## src/hpns_pkg.sv

```systemverilog
package hpns_pkg;

  // Chunk geometry
  localparam int unsigned CHUNK_COLS  = 16;
  localparam int unsigned CHUNK_ROWS  = 16;
  localparam int unsigned TILE_PIXELS = 8;

  // Hash datapath
  localparam int unsigned HASH_W    = 32;
  localparam int unsigned HASH_FOLD = 16;
  localparam logic [HASH_W-1:0] HASH_MUL_X   = 32'd1619;
  localparam logic [HASH_W-1:0] HASH_MUL_Y   = 32'd31337;
  localparam logic [HASH_W-1:0] HASH_ADD     = 32'd9371;
  localparam logic [HASH_W-1:0] HASH_MUL_MIX = 32'h045d9f3b;

  // Remainder pipeline: hash bits retired per stage, stage count
  localparam int unsigned REM_BITS   = 4;
  localparam int unsigned REM_STAGES = HASH_W / REM_BITS;
  localparam int unsigned REM_W      = 8;

  localparam int unsigned PIX_IDX_W   = 14;
  localparam int unsigned CH_W        = 8;
  localparam int unsigned AMP_W       = 7;
  localparam logic [CH_W-1:0] ALPHA_OPAQUE = 8'hFF;
  localparam logic [CH_W-1:0] CH_MAX       = 8'hFF;

  // Config port
  localparam int unsigned CFG_IDX_W  = 2;
  localparam int unsigned CFG_DATA_W = 16;
  localparam logic [AMP_W-1:0] AMP_RESET = 7'd8;

  typedef enum logic [CFG_IDX_W-1:0] {
    REG_CHUNK_X   = 2'd0,
    REG_CHUNK_Y   = 2'd1,
    REG_NOISE_AMP = 2'd2
  } cfg_reg_e;

  typedef struct packed {
    logic [3:0]      tile_row;
    logic [3:0]      tile_col;
    logic [2:0]      sub_row;
    logic [2:0]      sub_col;
    logic [CH_W-1:0] base_red;
    logic [CH_W-1:0] base_green;
    logic [CH_W-1:0] base_blue;
  } pix_word_t;

  typedef struct packed {
    logic [PIX_IDX_W-1:0] pixel_index;
    logic [31:0]          pixel_word;
  } res_word_t;

  // Fields that ride along the pipeline untouched
  typedef struct packed {
    logic [PIX_IDX_W-1:0] pixel_index;
    logic [CH_W-1:0]      red;
    logic [CH_W-1:0]      green;
    logic [CH_W-1:0]      blue;
  } side_t;

endpackage

```

## src/hpns_rem_stage.sv

```systemverilog
module hpns_rem_stage import hpns_pkg::*; (
  input  logic              clk,
  input  logic              en,
  input  logic [HASH_W-1:0] hash_in,
  input  logic [REM_BITS-1:0] bits_in,
  input  logic [REM_W-1:0]  rem_in,
  input  logic [REM_W-1:0]  divisor,
  output logic [HASH_W-1:0] hash_out,
  output logic [REM_W-1:0]  rem_out
);

  logic [REM_W-1:0] rem_next;

  // Restoring remainder steps, MSB first; rem < divisor keeps each step to one subtract
  always_comb begin
    logic [REM_W:0]   t;
    logic [REM_W-1:0] r;
    r = rem_in;
    t = '0;
    for (int i = REM_BITS - 1; i >= 0; i--) begin
      t = {r, bits_in[i]};
      if (t >= {1'b0, divisor}) begin
        t = t - {1'b0, divisor};
      end
      r = t[REM_W-1:0];
    end
    rem_next = r;
  end

  always_ff @(posedge clk) begin
    if (en) begin
      hash_out <= hash_in;
      rem_out  <= rem_next;
    end
  end

endmodule

```

## src/hashed_pixel_noise_shader.sv

```systemverilog
// Channel | Dir | Handshake                     | Contents
// pix     | in  | pix_valid / pix_ready         | pix_word: tile/sub position, base RGB
// res     | out | res_valid / res_ready         | res_word: pixel index, ARGB word
// cfg     | in  | cfg_valid / cfg_ready         | cfg_index, cfg_data (chunk_x, chunk_y, amp)
//
// One word per cycle while res_ready stays high; a word from pix to res passes through
// the hash (3 stages), the 8-stage remainder pipeline
// (4 hash bits per stage) and the saturating output stage.
// rst clears all valid bits and loads the register defaults (amplitude 8).
// Each stage holds while the one after it is full and stalled; empty
// stages fill behind a stall, so pix_ready drops only when all stages are full.
module hashed_pixel_noise_shader import hpns_pkg::*; (
  input  logic                  clk,
  input  logic                  rst,
  input  logic                  pix_valid,
  output logic                  pix_ready,
  input  pix_word_t             pix_word,
  output logic                  res_valid,
  input  logic                  res_ready,
  output res_word_t             res_word,
  input  logic                  cfg_valid,
  output logic                  cfg_ready,
  input  logic [CFG_IDX_W-1:0]  cfg_index,
  input  logic [CFG_DATA_W-1:0] cfg_data
);

  localparam int unsigned REM_FIRST = 3;
  localparam int unsigned NST       = REM_FIRST + REM_STAGES + 1;
  localparam int unsigned OUT_ST    = NST - 1;

  logic [CFG_DATA_W-1:0] chunk_x;
  logic [CFG_DATA_W-1:0] chunk_y;
  logic [AMP_W-1:0]      noise_amp;
  logic [REM_W-1:0]      divisor;

  logic [NST-1:0] v;
  logic [NST:0]   rdy;
  side_t          side [OUT_ST];

  logic [HASH_W-1:0] x_pos, y_pos, pix_idx_full;
  logic [HASH_W-1:0] prod_x, prod_y, h_sum, h_fold, h_mix, h_mix_fold;
  logic [HASH_W-1:0] hash_src [REM_STAGES];
  logic [REM_W-1:0]  rem_src  [REM_STAGES];
  logic [HASH_W-1:0] hash_q   [REM_STAGES];
  logic [REM_W-1:0]  rem_q    [REM_STAGES];
  logic signed [REM_W:0] noise;

  // Add signed offset to one channel, clamp to 0..255
  function automatic logic [CH_W-1:0] sat_add(input logic [CH_W-1:0] ch,
                                               input logic signed [REM_W:0] ofs);
    logic signed [CH_W+1:0] sum;
    sum = $signed({2'b00, ch}) + {ofs[REM_W], ofs};
    if (sum < 0) begin
      return '0;
    end else if (sum > $signed({2'b00, CH_MAX})) begin
      return CH_MAX;
    end else begin
      return sum[CH_W-1:0];
    end
  endfunction

  // Config registers, writes taken every cycle
  assign cfg_ready = 1'b1;

  always_ff @(posedge clk) begin
    if (rst) begin
      chunk_x   <= '0;
      chunk_y   <= '0;
      noise_amp <= AMP_RESET;
    end else if (cfg_valid) begin
      unique case (cfg_index)
        REG_CHUNK_X:   chunk_x   <= cfg_data;
        REG_CHUNK_Y:   chunk_y   <= cfg_data;
        REG_NOISE_AMP: noise_amp <= cfg_data[AMP_W-1:0];
        default: ;
      endcase
    end
  end

  assign divisor = {noise_amp, 1'b1};

  // Per-stage ready: a stage loads when empty or when its word moves on
  always_comb begin
    rdy[NST] = res_ready;
    for (int k = NST - 1; k >= 0; k--) begin
      rdy[k] = !v[k] || rdy[k+1];
    end
  end

  assign pix_ready = rdy[0];
  assign res_valid = v[OUT_ST];

  always_ff @(posedge clk) begin
    if (rst) begin
      v <= '0;
    end else begin
      if (rdy[0]) begin
        v[0] <= pix_valid;
      end
      for (int k = 1; k < NST; k++) begin
        if (rdy[k]) begin
          v[k] <= v[k-1];
        end
      end
    end
  end

  // World coordinates and texture index, 32-bit wrap
  always_comb begin
    x_pos = ({{(HASH_W-CFG_DATA_W){chunk_x[CFG_DATA_W-1]}}, chunk_x} * 32'(CHUNK_COLS)
             + 32'(pix_word.tile_col)) * 32'(TILE_PIXELS) + 32'(pix_word.sub_col);
    y_pos = ({{(HASH_W-CFG_DATA_W){chunk_y[CFG_DATA_W-1]}}, chunk_y} * 32'(CHUNK_ROWS)
             + 32'(pix_word.tile_row)) * 32'(TILE_PIXELS) + 32'(pix_word.sub_row);
    pix_idx_full = (32'(pix_word.tile_row) * 32'(TILE_PIXELS) + 32'(pix_word.sub_row))
                   * 32'(CHUNK_COLS * TILE_PIXELS)
                   + 32'(pix_word.tile_col) * 32'(TILE_PIXELS) + 32'(pix_word.sub_col);
  end

  // Stage 0: coordinate products
  always_ff @(posedge clk) begin
    if (rdy[0]) begin
      prod_x              <= x_pos * HASH_MUL_X;
      prod_y              <= y_pos * HASH_MUL_Y;
      side[0].pixel_index <= pix_idx_full[PIX_IDX_W-1:0];
      side[0].red         <= pix_word.base_red;
      side[0].green       <= pix_word.base_green;
      side[0].blue        <= pix_word.base_blue;
    end
  end

  // Stage 1: sum and first fold
  assign h_sum = prod_x + prod_y + HASH_ADD;

  always_ff @(posedge clk) begin
    if (rdy[1]) begin
      h_fold  <= h_sum ^ (h_sum >> HASH_FOLD);
      side[1] <= side[0];
    end
  end

  // Stage 2: mix multiply
  always_ff @(posedge clk) begin
    if (rdy[2]) begin
      h_mix   <= h_fold * HASH_MUL_MIX;
      side[2] <= side[1];
    end
  end

  assign h_mix_fold = h_mix ^ (h_mix >> HASH_FOLD);

  // Remainder pipeline: hash mod (2*amp+1), REM_BITS hash bits per stage
  for (genvar g = 0; g < REM_STAGES; g++) begin : g_rem
    if (g == 0) begin : g_head
      assign hash_src[g] = h_mix_fold;
      assign rem_src[g]  = '0;
    end else begin : g_body
      assign hash_src[g] = hash_q[g-1];
      assign rem_src[g]  = rem_q[g-1];
    end

    hpns_rem_stage u_rem (
      .clk      (clk),
      .en       (rdy[REM_FIRST+g]),
      .hash_in  (hash_src[g]),
      .bits_in  (hash_src[g][HASH_W-1-g*REM_BITS -: REM_BITS]),
      .rem_in   (rem_src[g]),
      .divisor  (divisor),
      .hash_out (hash_q[g]),
      .rem_out  (rem_q[g])
    );

    always_ff @(posedge clk) begin
      if (rdy[REM_FIRST+g]) begin
        side[REM_FIRST+g] <= side[REM_FIRST+g-1];
      end
    end
  end

  // Output stage: signed offset, saturate, pack ARGB
  assign noise = $signed({1'b0, rem_q[REM_STAGES-1]}) - $signed({2'b00, noise_amp});

  always_ff @(posedge clk) begin
    if (rdy[OUT_ST]) begin
      res_word.pixel_index <= side[OUT_ST-1].pixel_index;
      res_word.pixel_word  <= {ALPHA_OPAQUE,
                               sat_add(side[OUT_ST-1].red, noise),
                               sat_add(side[OUT_ST-1].green, noise),
                               sat_add(side[OUT_ST-1].blue, noise)};
    end
  end

  // Final remainder is always below the modulus
  a_rem_in_range: assert property (@(posedge clk) disable iff (rst)
    v[OUT_ST-1] |-> rem_q[REM_STAGES-1] < divisor)
    else $error("remainder not below modulus");

  // A stalled remainder stage keeps its word
  a_stage_holds: assert property (@(posedge clk) disable iff (rst)
    v[REM_FIRST] && !rdy[REM_FIRST+1] |=> v[REM_FIRST])
    else $error("stalled stage dropped its word");

  // Input blocks only when every stage is occupied
  a_block_only_full: assert property (@(posedge clk) disable iff (rst)
    !pix_ready |-> &v)
    else $error("input blocked with an empty stage");

endmodule

```

## config.mk

```make
export PLATFORM = sky130hd
export DESIGN_NAME = hashed_pixel_noise_shader
export DESIGN_NICKNAME = d
export VERILOG_FILES = /design/src/hpns_pkg.sv /design/src/hpns_rem_stage.sv /design/src/hashed_pixel_noise_shader.sv
export SDC_FILE = /design/constraint.sdc
export NUM_CORES = 2
export LEC_CHECK = 0
export ABC_AREA = 0
export BUFFER_PORTS_ARGS = -buffer_cell sky130_fd_sc_hd__buf_2
export CORE_MARGIN = 4
export CORE_UTILIZATION = 59
export CTS_CLUSTER_DIAMETER = 50
export DETAILED_ROUTE_END_ITERATION = 12
export GPL_TIMING_DRIVEN = 0
export HOLD_SLACK_MARGIN = 0.03
export PLACE_DENSITY = 0.85
export RECOVER_POWER = 100
export SETUP_SLACK_MARGIN = 0.2
export SLEW_MARGIN = 20
export SYNTH_ARGS = -nofsm -noshare
export SYNTH_HDL_FRONTEND = slang
export SYNTH_SLANG_ARGS = --single-unit
```

## constraint.sdc

```tcl
create_clock -name clk -period 9.96 [get_ports clk]
set_input_delay 0.996 -clock clk [delete_from_list [all_inputs] [get_ports clk]]
set_output_delay 0.996 -clock clk [all_outputs]
set_load 0.1 [all_outputs]
```

## Yosys cells after proc, flatten, opt, wreduce, memory -nomap -nowiden

Memories as Yosys holds them, arrays and structs flattened.
Cells that the tools add are included.
W data, S select, Z words.

| storage, ports and cells | value |
|---|---|
| register bits | 393 |
| RAM bits | 418 |
| output and inout bits | 49 |
| logic and storage cells | 214 |
| memories | 1 |

Memories:

| memory | words | bits a word | read ports | clocked after Yosys merged registers in | write ports | RTL line | text |
|---|---|---|---|---|---|---|---|
| side | 11 | 38 | 11 | 0 | 11 | hashed_pixel_noise_shader.sv:38 | `side_t side [OUT_ST];` |

| operators by class | value |
|---|---|
| $add $sub $neg | 45 |
| $mul | 3 |
| magnitude comparators | 38 |
| eq/ne operators | 2 |
| muxes and demuxes | 57 |
| bitwise gates (word level) | 2 |
| reductions and logical operators | 28 |

Operators with widths:

| cell | number |
|---|---|
| $mux W8 | 35 |
| $ge A9 B8 Y1 | 31 |
| $sub A8 B8 Y8 | 31 |
| $xor A32 B16 Y32 | 2 |
| $add A24 B4 Y25 | 2 |
| $add A20 B5 Y21 | 2 |
| $add A32 B14 Y32 const B | 1 |
| $add A32 B32 Y32 | 1 |
| $mul A25 B12 Y32 const B | 1 |
| $mul A25 B16 Y32 const B | 1 |
| $mul A32 B27 Y32 const B | 1 |
| $add A9 B9 Y10 | 3 |
| $gt A10 B9 Y1 const B | 3 |
| $lt A10 B1 Y1 const B | 3 |
| $mux W1 | 22 |
| $add A14 B3 Y14 | 1 |
| $add A14 B7 Y14 | 1 |
| $logic_not A1 Y1 | 12 |
| $logic_or A1 B1 Y1 | 12 |
| $sub A8 B7 Y9 | 1 |
| $ge A1 B8 Y1 | 1 |
| $sub A1 B8 Y8 | 1 |
| $add A7 B3 Y7 | 1 |
| $reduce_and A2 Y1 | 3 |
| other kinds (3) | 3 |

## Depth between registers and ports, before layout

| depth | value |
|---|---|
| word-level depth | 15 |
| depth in mapped cells | 40 |
| mapped depth without buffers | 38 |

## Hierarchy

A second synthesis with hierarchy kept.

| second synthesis, totals | value |
|---|---|
| cell total of the unflattened synthesis | 5,714 |
| area, all modules | 66,935.4 um^2 |

Modules (own cells, without submodules):

| module | instances | cells each | area each (um^2) | sequential area each (um^2) |
|---|---|---|---|---|
| hashed_pixel_noise_shader | 1 | 3,442 | 42,487.0 | 18,437.7 |
| hpns_rem_stage (g_rem[0].u_rem ...) | 7 | 288 | 3,075.4 | 1,201.2 |
| hpns_rem_stage (g_rem[7].u_rem) | 1 | 256 | 2,920.3 | 1,201.2 |

## Least setup slack after synthesis

OpenSTA, ideal clock, no wires.

| timing path | value |
|---|---|
| path type | reg2reg |
| start point | register noise_amp[0] |
| end point | register g_rem[7].u_rem.rem_out[3], data pin |
| arrival time | 9.848 ns |
| required time | 9.699 ns |
| slack | -0.148 ns |
| stages on the path, launching flop included | 40 |
| period minus slack after synthesis | 10.108 ns |
| cells stage by stage | dfxtp_1 > inv_1 > ha_1 > ha_1 > nand3_1 > nor2_1 > or4b_1 > a21oi_1 > nor2_1 > mux2_2 > ha_1 > a21oi_1 > o21ai_0 > a21oi_1 > o21ai_0 > and2_1 > nor3_4 > xnor2_1 > (+4 left out) > o21a_1 > o41a_1 > o21ai_0 > o311ai_2 > buf_2 > xor2_1 > ha_1 > a21o_1 > a21oi_1 > nor2b_1 > o21a_1 > o41a_1 > o21bai_1 > a21oi_1 > and3b_1 > clkbuf_1 > nor2_4 > a221o_1 |

| between the ends | value |
|---|---|
| word-level cells in the longest chain between the ends | 8 |
| elaborated cells between the ends (all ways) | 12 |

RTL lines:

| item | RTL line | text |
|---|---|---|
| from (decl) | hashed_pixel_noise_shader.sv:33 | `logic [AMP_W-1:0] noise_amp;` |
| from (signal assigned) | hashed_pixel_noise_shader.sv:74 | `REG_NOISE_AMP: noise_amp <= cfg_data[AMP_W-1:0];` |
| $sub A8 B8 Y8 or $ge A9 B8 Y1 (tied branches) | hpns_rem_stage.sv:23, hpns_rem_stage.sv:22 |  |
| $mux W8 | hpns_rem_stage.sv:22 | `if (t >= {1'b0, divisor}) begin` |
| $sub A8 B8 Y8 or $ge A9 B8 Y1 (tied branches) | hpns_rem_stage.sv:23, hpns_rem_stage.sv:22 |  |
| $mux W8 | hpns_rem_stage.sv:22 |  |
| $ge A9 B8 Y1 or $sub A8 B8 Y8 (tied branches) | hpns_rem_stage.sv:22, hpns_rem_stage.sv:23 |  |
| $mux W8 | hpns_rem_stage.sv:22 |  |
| $sub A8 B8 Y8 or $ge A9 B8 Y1 (tied branches) | hpns_rem_stage.sv:23, hpns_rem_stage.sv:22 |  |
| $mux W8 * | hpns_rem_stage.sv:22 |  |
| named net g_rem[7].u_rem.rem_next[3] | hpns_rem_stage.sv:12 | `logic [REM_W-1:0] rem_next;` |
| to (signal assigned) | hpns_rem_stage.sv:33 | `rem_out <= rem_next;` |
| to (decl) | hpns_rem_stage.sv:9 | `output logic [REM_W-1:0] rem_out` |

The timed path passes the listed nets; every way through them passes the cells marked *.
A chain may end at the register's enable or synchronous reset.

## Final worst setup path

| timing path | value |
|---|---|
| start point | register noise_amp[0] |
| end point | register g_rem[0].u_rem.rem_out[7], data pin |

| between the ends | value |
|---|---|
| word-level cells in the longest chain between the ends | 8 |
| elaborated cells between the ends (all ways) | 12 |

RTL lines:

| item | RTL line |
|---|---|
| $sub A1 B8 Y8 or $ge A1 B8 Y1 (tied branches) | hpns_rem_stage.sv:23, hpns_rem_stage.sv:22 |
| $mux W8 | hpns_rem_stage.sv:22 |
| $sub A8 B8 Y8 or $ge A9 B8 Y1 (tied branches) | hpns_rem_stage.sv:23, hpns_rem_stage.sv:22 |
| $mux W8 | hpns_rem_stage.sv:22 |
| $sub A8 B8 Y8 or $ge A9 B8 Y1 (tied branches) | hpns_rem_stage.sv:23, hpns_rem_stage.sv:22 |
| $mux W8 | hpns_rem_stage.sv:22 |
| $sub A8 B8 Y8 or $ge A9 B8 Y1 (tied branches) | hpns_rem_stage.sv:23, hpns_rem_stage.sv:22 |
| $mux W8 * | hpns_rem_stage.sv:22 |
| named net g_rem[0].u_rem.rem_next[7] | hpns_rem_stage.sv:12 |
| to (signal assigned) | hpns_rem_stage.sv:33 |
| to (decl) | hpns_rem_stage.sv:9 |

Marked as above.

==> qor.yml <==
layout:
  post_route_cells_drive_above_1_share_pct: 7.90
  multi_input_area_sq_um: 32400
  syn_to_final_growth_pct: 9.51
  seqCellArea_sq_um: 23700
  finish.net_count: 6497
  fillCellCount: 6802
cts:
  cts.reportedPaths.clkPinSlew_ns: 0.07
  max-clock-path-buffers: 3
  latest_clock_arrival_within_the_worst_skew_pair_ns: 0.69
  tritoncts: "yes"
  cts_made_buffers: 88
  clk_root_buf: "clkbuf_16"
  clock_sink_count: 807
  holdBufCountCts: 0
  ctsHtreeMaxLevel: 3
timing:
  finalCriticalPeriod_ns: 9.87
  tightest_slew_ns: 3.11
  grt_setup_unrepaired: "true"
  fin_worst_skew_ns: 0.0669
  finalHoldViolCount: 0
  clock.fmax_mhz: 101
  final_max_slew_viol_count: 465
  post-route-period-util_pct: 99.1
  finalSetupTns_ns: 0
  max-slew-margin-rel_pct: -107
  setup_viol: 0
synth:
  synth_compound_gate_area_share_pct: 9.62
  synth_ff_type: "edfxtp_1"
  synth_top_family_by_area: "adder cells"
  top_count_cell_post_synth: "inv_1"
  synthDominantAreaCellType: "edfxtp_1"
  async_reset_ff_share_pct: 0
  postSynthAreaPerCell_sq_um: 11.8
  synth_edf_count: 756
  parity_gate_share_of_the_synthesized_area_counting_xor_and_xnor_cells_pct: 5.79
  yosys_register_bits: 807
  syn-cell-area_sq_um: 59400
  synth_fa_ha_area_share_pct: 30.7
  synth-simple-area-share_pct: 5.59
  syn-instance-count: 5019
  warning_count_from_the_yosys_run: 0
  synthTopCellsByCount: "inv_1 (887), edfxtp_1 (756), ha_1 (715)"
  synth_cell_types: 99
  synth.top_cell.area_share_pct: 38.2
  synth.area.mux_share_pct: 2.38
  yosys-top-cells-area: "edfxtp_1 (38%), fa_1 (16%), ha_1 (15%)"
  synth_seq_area_share_pct: 39.9
critical_path:
  rr_endpoint: "g_rem[0].u_rem.rem_out[7]"
  crit_slowest_cell: "o41a_1"
  worst_r2r_startpoint: "noise_amp[0]"
  critical-path-top-cell-by-count: "ha_1"
  reg2reg_slack_ns: 0.09
  critical_path_peak_fanout: 24
  critical_path_source: "noise_amp[0]"
  reg2reg_depth: 36
  arr_time_crit_path_ns: 10.29
  worstSetupEndpointType: "register"
  critical_path.startpoint_type: "register"
  timing.critical_path.slowest_cell_delay_ns: 0.50
  crit_type: "reg2reg"
  data_required_time_at_the_worst_endpoint_ns: 10.38
floorplan:
  design.core.area_sq_um: 100000
  num_io_pins: 110
  dieHeight_microns: 325
  dieWidth_microns: 325
  core_rows: 116
  floorplan.initialDensity_pct: 59.4
  fp.dieArea_sq_um: 106000
grt:
  grt.total_usage_pct: 26.8
  grt_antenna_before_repair: 11
  grt_pass1_vias: 41600
  global_route.overflow_total: 0
  grt_pass1_wl_microns: 225000
  grt_start_max_net_pins: 59
placement:
  finalWeightedCongestion: 0.909
  port_buffers: 99
  hpwlAfterDp_microns: 98800
routing:
  via_count: 39700
  met1Wirelength_microns: 53900
  drt-vias-per-instance: 5.99
  drt.antenna.violating_nets: 0
  drt_iter0_markers: 3742
  met2WireLength_microns: 69700
  routed_wirelength_microns: 144000
  detail_route.first_pass.iterations: 8
  routed_length_on_met3_microns: 11800
  highest-signal-layer: "met5"
  wire_per_inst_microns: 21.8
  drcViolationCount: 0
flow_run:
  max_cap_violations: 11
hold_path:
  timing.hold.worst.class: "reg2reg"
  hold_end: "g_rem[2].u_rem.hash_out[13]"
  worstHoldPathCells: 0
  hold_path.startpoint: "g_rem[1].u_rem.hash_out[13]"
outcome:
  run_status: "finished, violations left"
  failed_checks: "max-capacitance violations, max-slew violations"
## routing by layer
metal  vias to the layer above  track usage [%]
met1                     19200             32.5
met4                         8             13.8
met3                       658             5.83
met2                      2059             45.3
met5                         -                0
li1                      17800                -
## how the worst max path moves through the flow
stage	end	slack, ns	cells past startpoint
after floorplan	g_rem[7].u_rem.rem_out[3]	0.26	39
after global placement	pix_ready	-2.62	9
after detailed placement	g_rem[4].u_rem.rem_out[1]	-1.36	38
after CTS	g_rem[4].u_rem.rem_out[1]	0.17	38
after global routing	g_rem[0].u_rem.rem_out[7]	-0.1	37
final	g_rem[0].u_rem.rem_out[7]	0.09	36
## kinds of logic after synthesis
group	Yosys count
AND/OR/NAND/NOR	705
adder cells (fa/ha/maj)	1180
other	2
multiplexers	128
buffers and inverters	931
XOR/XNOR	393
flip-flops	807
AO/OA/AOI/OAI	873
## cells in the final DEF, fill, tap and decap left out, drive strengths merged, types with 131 or more instances in the layout
master  instances
clkbuf        208
edfxtp        756
xnor2         262
a21oi         322
fa            465
xor2          131
o21ai         148
ha            715
inv           895
nor2          245
nand2         193
## critical path: cells and delay by family (launching register included)
kind / cells / cell delay [ns]
DFF: 1 / 0.37
muxes: 2 / 0.83
adders and majority gates: 4 / 1.20
AOI/OAI and AO/OA: 16 / 4.48
and+or+nand+nor: 6 / 1.05
buffers and inverters: 6 / 1.15
xor gates and xnor gates: 2 / 0.53
## stage by stage
step	cell area (sq um)	setup slack (ns)	instances	utilization, %	hold slack [ns]
after floorplan	59500	0.259	5029	-	0.400
after global placement	61600	-2.62	6426	61.6	0.400
after detailed placement	62100	-1.36	6448	62.1	0.405
after CTS	65200	0.166	6619	65.2	0.375
after global routing	65100	-0.0968	6629	65.1	0.389
final	65100	0.0894	6635	65.1	0.370
## timing repair
item	in CTS	in global routing
buffers inserted	7	10
endpoints found under the hold margin	0	0
pin swaps	3	9
setup endpoints to repair	64	53
resized for setup	15	44
## sequential cells by signal (all words and copies together) (netlist names), 32 cells and up
| register | cells |
|---|---|
| g_rem.u_rem.hash_out | 112 |
| side | 414 |
| prod_y | 32 |
| prod_x | 32 |
| h_mix | 32 |
| h_fold | 32 |
| res_word | 38 |
| g_rem.u_rem.rem_out | 64 |
## final cells by class
type                            count  area share [%]
Antenna cell                        7          0.0269
Tap cell                         1298            2.50
Clock buffer                      104            3.52
Inverter                          887            5.15
Timing Repair Buffer              138            1.21
Multi-Input combinational cell   3291            49.8
Buffer                             43           0.338
Clock inverter                     60            1.02
Sequential cell                   807            36.5
Power is left out: the tool's default activity adds up to more than one toggle a clock period on the data nets, which glitch-free logic cannot reach.
